File: config.mk
export PLATFORM = sky130hd
export DESIGN_NAME = lru_page_replacement_unit
export DESIGN_NICKNAME = d
export VERILOG_FILES = /design/src/design/lpr_pkg.sv /design/src/design/lpr_cell.sv /design/src/design/lpr_ctrl.sv /design/src/design/lru_page_replacement_unit.sv
export SDC_FILE = /design/constraint.sdc
export NUM_CORES = 2
export LEC_CHECK = 0
export BUFFER_PORTS_ARGS = -buffer_cell sky130_fd_sc_hd__buf_4
export CAP_MARGIN = 15
export CORE_MARGIN = 2
export CORE_UTILIZATION = 40
export CTS_CLUSTER_SIZE = 28
export DETAILED_ROUTE_END_ITERATION = 8
export GPL_ROUTABILITY_DRIVEN = 0
export PLACE_DENSITY = 0.52
export SETUP_SLACK_MARGIN = 0.2
export SLEW_MARGIN = 20
export SYNTH_ARGS = -nofsm -noshare
export SYNTH_HDL_FRONTEND = slang
export SYNTH_SLANG_ARGS = --single-unit
File: constraint.sdc
create_clock -name clk -period 10.7 [get_ports clk]
set_input_delay 0.535 -clock clk [delete_from_list [all_inputs] [get_ports clk]]
set_output_delay 0.535 -clock clk [all_outputs]
set_load 0.02 [all_outputs]
File: src/design/lpr_pkg.sv
// Shared types and constants for the LRU page replacement unit.
// Holds the scan record and frame update structs and the control state enum.
// No dependencies.
package lpr_pkg;

  localparam int PAGE_W     = 16;  // width of the page number port
  localparam int AGE_W      = 16;  // width of a frame age counter
  localparam int IDX_W      = 6;   // frame index width, covers up to 64 frames
  localparam int LIM_W      = 7;   // active frame count width, covers up to 64
  localparam int CFG_W      = 5;   // width of the active_entries register
  localparam int TOTAL_W    = 32;  // width of the fault counter
  localparam int SLOT_OUT_W = 4;   // width of the reported slot

  localparam logic [AGE_W-1:0]   AGE_MAX      = {AGE_W{1'b1}};
  localparam logic [TOTAL_W-1:0] TOTAL_MAX    = {TOTAL_W{1'b1}};
  localparam logic [CFG_W-1:0]   ACTIVE_RESET = 5'd16;

  typedef enum logic {
    ST_IDLE,
    ST_SCAN
  } lpr_state_t;

  // Record that walks the frame chain, one cell per cycle.
  typedef struct packed {
    logic             valid;
    logic [PAGE_W-1:0] key;
    logic [LIM_W-1:0]  lim;
    logic             hit;
    logic [IDX_W-1:0]  hit_idx;
    logic [AGE_W-1:0]  best_age;
    logic [IDX_W-1:0]  best_idx;
  } scan_rec_t;

  // Update broadcast to every frame once the decision is made.
  typedef struct packed {
    logic             en;
    logic             write;
    logic [IDX_W-1:0]  slot;
    logic [PAGE_W-1:0] key;
    logic [LIM_W-1:0]  lim;
  } frame_upd_t;

endpackage

File: src/design/lpr_cell.sv
// One frame of the page table: page tag, valid bit and age counter.
// Passes the scan record to its neighbor every cycle and applies updates.
// Depends on lpr_pkg.
module lpr_cell #(
  parameter int IDX      = 0,
  parameter int CMP_BITS = 16
) (
  input  logic                clk,
  input  logic                rst_n,
  input  lpr_pkg::scan_rec_t  rec_in,
  input  lpr_pkg::frame_upd_t upd,
  output lpr_pkg::scan_rec_t  rec_out
);
  import lpr_pkg::*;

  logic [CMP_BITS-1:0] page_r;
  logic                valid_r;
  logic [AGE_W-1:0]    age_r;
  scan_rec_t           rec_r;
  scan_rec_t           rec_nxt;

  logic             scan_in_range;
  logic             upd_in_range;
  logic             match;
  logic [AGE_W-1:0] aged;

  assign scan_in_range = LIM_W'(IDX) < rec_in.lim;
  assign upd_in_range  = LIM_W'(IDX) < upd.lim;
  assign match = scan_in_range && valid_r && (page_r == rec_in.key[CMP_BITS-1:0]);

  // Age as it will be after this reference, before the victim is chosen
  assign aged = (scan_in_range && valid_r && (age_r != AGE_MAX)) ? age_r + 1'b1 : age_r;

  always_comb begin
    rec_nxt = rec_in;
    if (match && !rec_in.hit) begin
      rec_nxt.hit     = 1'b1;
      rec_nxt.hit_idx = IDX_W'(IDX);
    end
    if (scan_in_range && (aged > rec_in.best_age)) begin
      rec_nxt.best_age = aged;
      rec_nxt.best_idx = IDX_W'(IDX);
    end
  end

  always_ff @(posedge clk) begin
    if (!rst_n) begin
      rec_r.valid <= 1'b0;
    end else begin
      rec_r <= rec_nxt;
    end
  end

  always_ff @(posedge clk) begin
    if (!rst_n) begin
      valid_r <= 1'b0;
      age_r   <= '0;
    end else if (upd.en) begin
      if (upd.slot == IDX_W'(IDX)) begin
        age_r <= '0;
        if (upd.write) begin
          valid_r <= 1'b1;
        end
      end else if (upd_in_range && valid_r && (age_r != AGE_MAX)) begin
        age_r <= age_r + 1'b1;
      end
    end
  end

  always_ff @(posedge clk) begin
    if (upd.en && upd.write && (upd.slot == IDX_W'(IDX))) begin
      page_r <= upd.key[CMP_BITS-1:0];
    end
  end

  assign rec_out = rec_r;

endmodule

File: src/design/lpr_ctrl.sv
// Control for the LRU page replacement unit: handshake, active count register,
// fill count, fault counter, replacement decision and result registers.
// Depends on lpr_pkg.
module lpr_ctrl #(
  parameter int ENTRIES = 16
) (
  input  logic                                  clk,
  input  logic                                  rst_n,
  input  logic                                  start,
  output logic                                  busy,
  input  logic [lpr_pkg::PAGE_W-1:0]            in_page_number,
  input  logic                                  cfg_wr_en,
  input  logic [lpr_pkg::CFG_W-1:0]             cfg_wr_data,
  output lpr_pkg::scan_rec_t                    head,
  input  lpr_pkg::scan_rec_t                    tail,
  output lpr_pkg::frame_upd_t                   upd,
  output logic                                  out_strobe,
  output logic                                  out_fault,
  output logic [lpr_pkg::SLOT_OUT_W-1:0]        out_slot,
  output logic                                  out_evicted,
  output logic [lpr_pkg::TOTAL_W-1:0]           out_fault_total
);
  import lpr_pkg::*;

  localparam int CNT_W = $clog2(ENTRIES + 1);

  lpr_state_t state_r, state_nxt;

  logic [CFG_W-1:0]   active_r;
  logic [CNT_W-1:0]   filled_r, filled_nxt;
  logic [TOTAL_W-1:0] total_r, total_nxt;
  logic [CNT_W-1:0]   lim;
  logic               accept;
  logic               done;
  logic               fill;
  logic [IDX_W-1:0]   slot;

  logic                  strobe_r;
  logic                  fault_r;
  logic [SLOT_OUT_W-1:0] slot_r;
  logic                  evicted_r;

  // Clamp the active count to 1..ENTRIES
  always_comb begin
    if (active_r == '0) begin
      lim = CNT_W'(1);
    end else if (int'(active_r) > ENTRIES) begin
      lim = CNT_W'(ENTRIES);
    end else begin
      lim = CNT_W'(active_r);
    end
  end

  // Next state
  always_comb begin
    state_nxt = state_r;
    case (state_r)
      ST_IDLE: if (start) state_nxt = ST_SCAN;
      ST_SCAN: if (tail.valid) state_nxt = ST_IDLE;
      default: state_nxt = ST_IDLE;
    endcase
  end

  // State outputs
  always_comb begin
    busy   = 1'b1;
    accept = 1'b0;
    done   = 1'b0;
    case (state_r)
      ST_IDLE: begin
        busy   = 1'b0;
        accept = start;
      end
      ST_SCAN: done = tail.valid;
      default: busy = 1'b1;
    endcase
  end

  always_comb begin
    head          = '0;
    head.valid    = accept;
    head.key      = in_page_number;
    head.lim      = LIM_W'(lim);
  end

  // Replacement decision once the record has passed every frame
  always_comb begin
    fill = !tail.hit && (filled_r < lim);
    if (tail.hit) begin
      slot = tail.hit_idx;
    end else if (fill) begin
      slot = IDX_W'(filled_r);
    end else begin
      slot = tail.best_idx;
    end

    upd.en    = done;
    upd.write = !tail.hit;
    upd.slot  = slot;
    upd.key   = tail.key;
    upd.lim   = tail.lim;

    filled_nxt = filled_r;
    if (done && fill) begin
      filled_nxt = filled_r + 1'b1;
    end
    total_nxt = total_r;
    if (done && !tail.hit && (total_r != TOTAL_MAX)) begin
      total_nxt = total_r + 1'b1;
    end
  end

  always_ff @(posedge clk) begin
    if (!rst_n) begin
      state_r  <= ST_IDLE;
      active_r <= ACTIVE_RESET;
      filled_r <= '0;
      total_r  <= '0;
      strobe_r <= 1'b0;
    end else begin
      state_r  <= state_nxt;
      filled_r <= filled_nxt;
      total_r  <= total_nxt;
      strobe_r <= done;
      if (cfg_wr_en) begin
        active_r <= cfg_wr_data;
      end
    end
  end

  always_ff @(posedge clk) begin
    if (done) begin
      fault_r   <= !tail.hit;
      slot_r    <= SLOT_OUT_W'(slot);
      evicted_r <= !tail.hit && !fill;
    end
  end

  assign out_strobe      = strobe_r;
  assign out_fault       = fault_r;
  assign out_slot        = slot_r;
  assign out_evicted     = evicted_r;
  assign out_fault_total = total_r;

endmodule

File: src/design/lru_page_replacement_unit.sv
// Top level of the LRU page replacement unit: a chain of frame cells and
// the controller. Depends on lpr_pkg, lpr_cell and lpr_ctrl.
//
// Usage:
//   A page reference is a transaction taken at a rising edge where start is
//   high and busy is low; in_page_number carries the page. The reference walks
//   the chain of frames, one frame per cycle, collecting the first hit and the
//   oldest frame. The edge after it leaves the last frame applies the update
//   and registers the result, which shows on out_* for one cycle with
//   out_strobe high.
//   out_strobe rises in the same cycle that busy drops, so a new reference is
//   not taken until the previous one has left the frame chain; the walk
//   through the frame chain sets the pace of references.
//   cfg_wr_en/cfg_wr_data write the active frame count; write it only while
//   busy is low and no result is pending. The table is not cleared by it.
//   Reset (rst_n low, synchronous) empties the table, clears the ages, the
//   fill count and the fault total, and sets the active count to 16.
//   The receiver cannot stall: every result must be taken in its strobe cycle.
module lru_page_replacement_unit #(
  parameter int ENTRIES   = 16,
  parameter int PAGE_BITS = 16
) (
  input  logic                            clk,
  input  logic                            rst_n,
  input  logic                            start,
  output logic                            busy,
  input  logic [lpr_pkg::PAGE_W-1:0]      in_page_number,
  input  logic                            cfg_wr_en,
  input  logic [lpr_pkg::CFG_W-1:0]       cfg_wr_data,
  output logic                            out_strobe,
  output logic                            out_fault,
  output logic [lpr_pkg::SLOT_OUT_W-1:0]  out_slot,
  output logic                            out_evicted,
  output logic [lpr_pkg::TOTAL_W-1:0]     out_fault_total
);
  import lpr_pkg::*;

  localparam int CMP_BITS = (PAGE_BITS < PAGE_W) ? PAGE_BITS : PAGE_W;

  scan_rec_t  chain [ENTRIES+1];
  frame_upd_t upd;

  lpr_ctrl #(
    .ENTRIES(ENTRIES)
  ) u_ctrl (
    .clk            (clk),
    .rst_n          (rst_n),
    .start          (start),
    .busy           (busy),
    .in_page_number (in_page_number),
    .cfg_wr_en      (cfg_wr_en),
    .cfg_wr_data    (cfg_wr_data),
    .head           (chain[0]),
    .tail           (chain[ENTRIES]),
    .upd            (upd),
    .out_strobe     (out_strobe),
    .out_fault      (out_fault),
    .out_slot       (out_slot),
    .out_evicted    (out_evicted),
    .out_fault_total(out_fault_total)
  );

  for (genvar k = 0; k < ENTRIES; k++) begin : g_frame
    lpr_cell #(
      .IDX     (k),
      .CMP_BITS(CMP_BITS)
    ) u_cell (
      .clk    (clk),
      .rst_n  (rst_n),
      .rec_in (chain[k]),
      .upd    (upd),
      .rec_out(chain[k+1])
    );
  end

endmodule

==> metrics <==
Post-Synth Simple-Gate Area 13.9%; Clock Tree Root clkbuf_16; Fin. Hold Viols 0; Reg2Reg Setup Slack 5.49 ns; EDFF count, synth 952; Longest Clk Path Bufs 3; Static Leak 0.0252 µW; total gr overflow 0; Initial DRT Pass Iterations 5; fin nets 5485; row count 142; P&R area growth vs syn 13.2%; via count 36700; Synth Area per Inst 12.0 µm²; Final Skew 0.0679 ns; Setup crit end kind flop; DRC errors left 0; Worst Setup SP g_frame[1].u_cell.rec_out[29]; GRT Total Usage 18.0%; buffers added on ports 64; r2r startpoint g_frame[1].u_cell.rec_out[29]; final WL 137000 µm; number of synthesized register bits 1284; depth of the CTS H-tree 4; XOR/XNOR share of the synthesized area 10.6%; critical path's largest stage delay 1.07 ns; Final Util 45.7%; Rel. slew slack 20.0%; Max Slew Vio Count 0; cell mode on critical path a21o_1; CP Data Arrival Time 5.73 ns; RSZ-0062 raised after global routing false; DP Area 63400 µm²; WHS 0.107 ns; Setup Buffers After CTS 0; clock slew at reported path FFs 0.06 ns; Worst setup endpoint g_frame[2].u_cell.rec_out[7]; Setup crit start kind flop; Slowest-stage cell, CP a2111oi_1; final antenna-violating net count 0; main combinational cell family by area after synthesis simple AND/OR/NAND/NOR gates; Synth Area in Adders 5.41%; Crit Reg-Reg Endpoint g_frame[2].u_cell.rec_out[7]; Resized cells post-CTS 0; PwrDens 161 nW/µm²; initial DRC count 2205; CTS tree yes; compound-cell area share of the yosys netlist 4.44%; crit path cell chain a2111oi_1 -> nor2b_1 -> nand2_1 -> nor2_1 -> xor2_1 -> ha_1 -> a21o_1 -> a21o_1 -> a21o_1 -> a211oi_1 -> o21ai_0 -> a22oi_2 -> mux2_2; Ports 65; clk_lat worst skew 0.80 ns; Cell variety after synth 88; yosys warns 0; first-pass GRT wire length 214000 µm; die width 393 µm; Avg WL per Cell 18.7 µm; max cap viols 0; Core Box Area 150000 µm²; HPWL after DPL 100000 µm; mapped cell area 60600 µm²; area of the die 155000 µm²; Max Fclk 0.192 GHz; final instance area 68600 µm²; Req. time, crit path 11.22 ns; vias in the first global route 36400; Tcrit/Tclk final 48.7%; setup_tns 0 ns; hold buffers post-CTS 22; Worst Reg2Reg Path Length in Cells 13; status complete, no violations; multiplexer share of the synthesized area 4.75%; fraction of registers with async set/reset 0%; syn nets 5339; maximum vdd drop 131 µV; Starting Density 40.4%; register area share after synthesis 58.2%; worst-margin pin slew 1.20 ns; Hold Crit Class in -> reg; Synth Instances 5052; largest net degree at the start of global routing 141; DIE HEIGHT 393 µm; Worst Path Max Fanout 18; share of cells above drive strength 1 12.7%; Setup Viol. Count Final 0; TritonCTS Buffers 146; Final min period 5.21 ns; initial antenna violation count 4; Setup CP Type reg -> reg; clock sink count 1284; Top FF cell, synth edfxtp_1; vias per cell 5.00
cell families after synthesis:
kind of cell    count (synthesis)
simple gates                 1723
flops                        1284
mux                           259
fa+ha+maj                     262
xor+xnor                      733
compound gates                378
buf+inv                       413
area by class of cell:
cell class	count	area, µm²
Multi-Input combinational cell	3355	23800
Timing Repair Buffer	138	1110
Sequential cell	1284	35200
Inverter	273	1020
Clock inverter	83	933
Tap cell	2016	2520
Fill cell	13700	81500
Clock buffer	189	3950
Antenna cell	1	2.50
critical path: cells and delay by family, from the launching register on:
| kind | cells | cell delay [ns] |
|---|---|---|
| AO/OA/AOI/OAI | 7 | 2.83 |
| AND/OR/NAND/NOR | 3 | 0.78 |
| multiplexers | 1 | 0.42 |
| flip-flops | 1 | 0.38 |
| adder cells (fa/ha/maj) | 1 | 0.29 |
| XOR/XNOR | 1 | 0.22 |
worst min path at each step:
stage	cells after the start	startpoint	slack, ns	endpoint
detailed placement	0	g_frame[10].u_cell.rec_out[29]	0.40	g_frame[11].u_cell.rec_out[29]
CTS	3	cfg_wr_en	0.06	u_ctrl.active_r[4]
floorplan	0	g_frame[10].u_cell.rec_out[29]	0.40	g_frame[11].u_cell.rec_out[29]
finish	3	cfg_wr_en	0.11	u_ctrl.active_r[4]
global route	2	cfg_wr_en	0.07	u_ctrl.active_r[4]
global placement	0	g_frame[2].u_cell.rec_out[29]	0.40	g_frame[3].u_cell.rec_out[29]
cells in the final DEF, fill, tap and decap left out, types with 65 or more instances in the layout:
cell / n
a21oi_1: 74
and2_1: 67
buf_4: 113
clkbuf_16: 148
dfxtp_1: 332
edfxtp_1: 952
ha_1: 262
inv_1: 269
mux2_2: 230
nand2_1: 458
nand3_1: 126
nand4_1: 186
nor2_1: 438
nor3_1: 94
nor4_1: 65
o21ai_0: 66
xnor2_1: 366
xor2_1: 367
flip-flops by register name, indices dropped and copies added (netlist names):
register,flops
u_ctrl.out_evicted,1
u_ctrl.out_slot,4
g_frame.u_cell.age_r,256
u_ctrl.out_fault_total,32
u_ctrl.filled_r,5
u_ctrl.active_r,5
g_frame.u_cell.valid_r,16
u_ctrl.out_fault,1
g_frame.u_cell.page_r,256
u_ctrl.state_r,1
u_ctrl.out_strobe,1
g_frame.u_cell.rec_out,706
through the flow:
step / setup slack, ns / cells / power [µW]
2_1_floorplan: 6.41 / 5052 / 5910
3_3_place_gp: 5.57 / 7043 / 6110
3_5_place_dp: 5.56 / 7043 / 6110
4_1_cts: 5.53 / 7337 / 11200
5_1_grt: 5.02 / 7338 / 11400
6_report: 5.49 / 7339 / 11000
power by group:
group / total (µW) / internal [µW] / switching, µW
Clock: 5000 / 2890 / 2110
Sequential: 5650 / 5520 / 122
Combinational: 362 / 142 / 219
Total: 11000 / 8560 / 2450
metal layers:
layer / GRT usage, % / routed length, µm / part of all wire [%]
met5: 0 / 24 / 0.017
met4: 4.83 / 2780 / 2.0
met3: 3.50 / 5960 / 4.3
met2: 30.1 / 65900 / 48
met1: 23.9 / 62900 / 46
cells in the mapped netlist (68+ instances only):
cell	instances	share of area, %
nor3_1	97	0.80
nand3_1	126	1.0
dfxtp_1	332	11
xor2_1	367	5.3
nor2_1	440	2.7
mux2_2	230	4.3
inv_1	269	1.7
xnor2_1	366	5.3
ha_1	262	5.4
edfxtp_1	952	47
clkbuf_1	81	0.50
nand4_1	186	1.9
a21oi_1	74	0.61
nand2_1	458	2.8
nor4_1	68	0.70
Power figures use the tool's default switching activity.
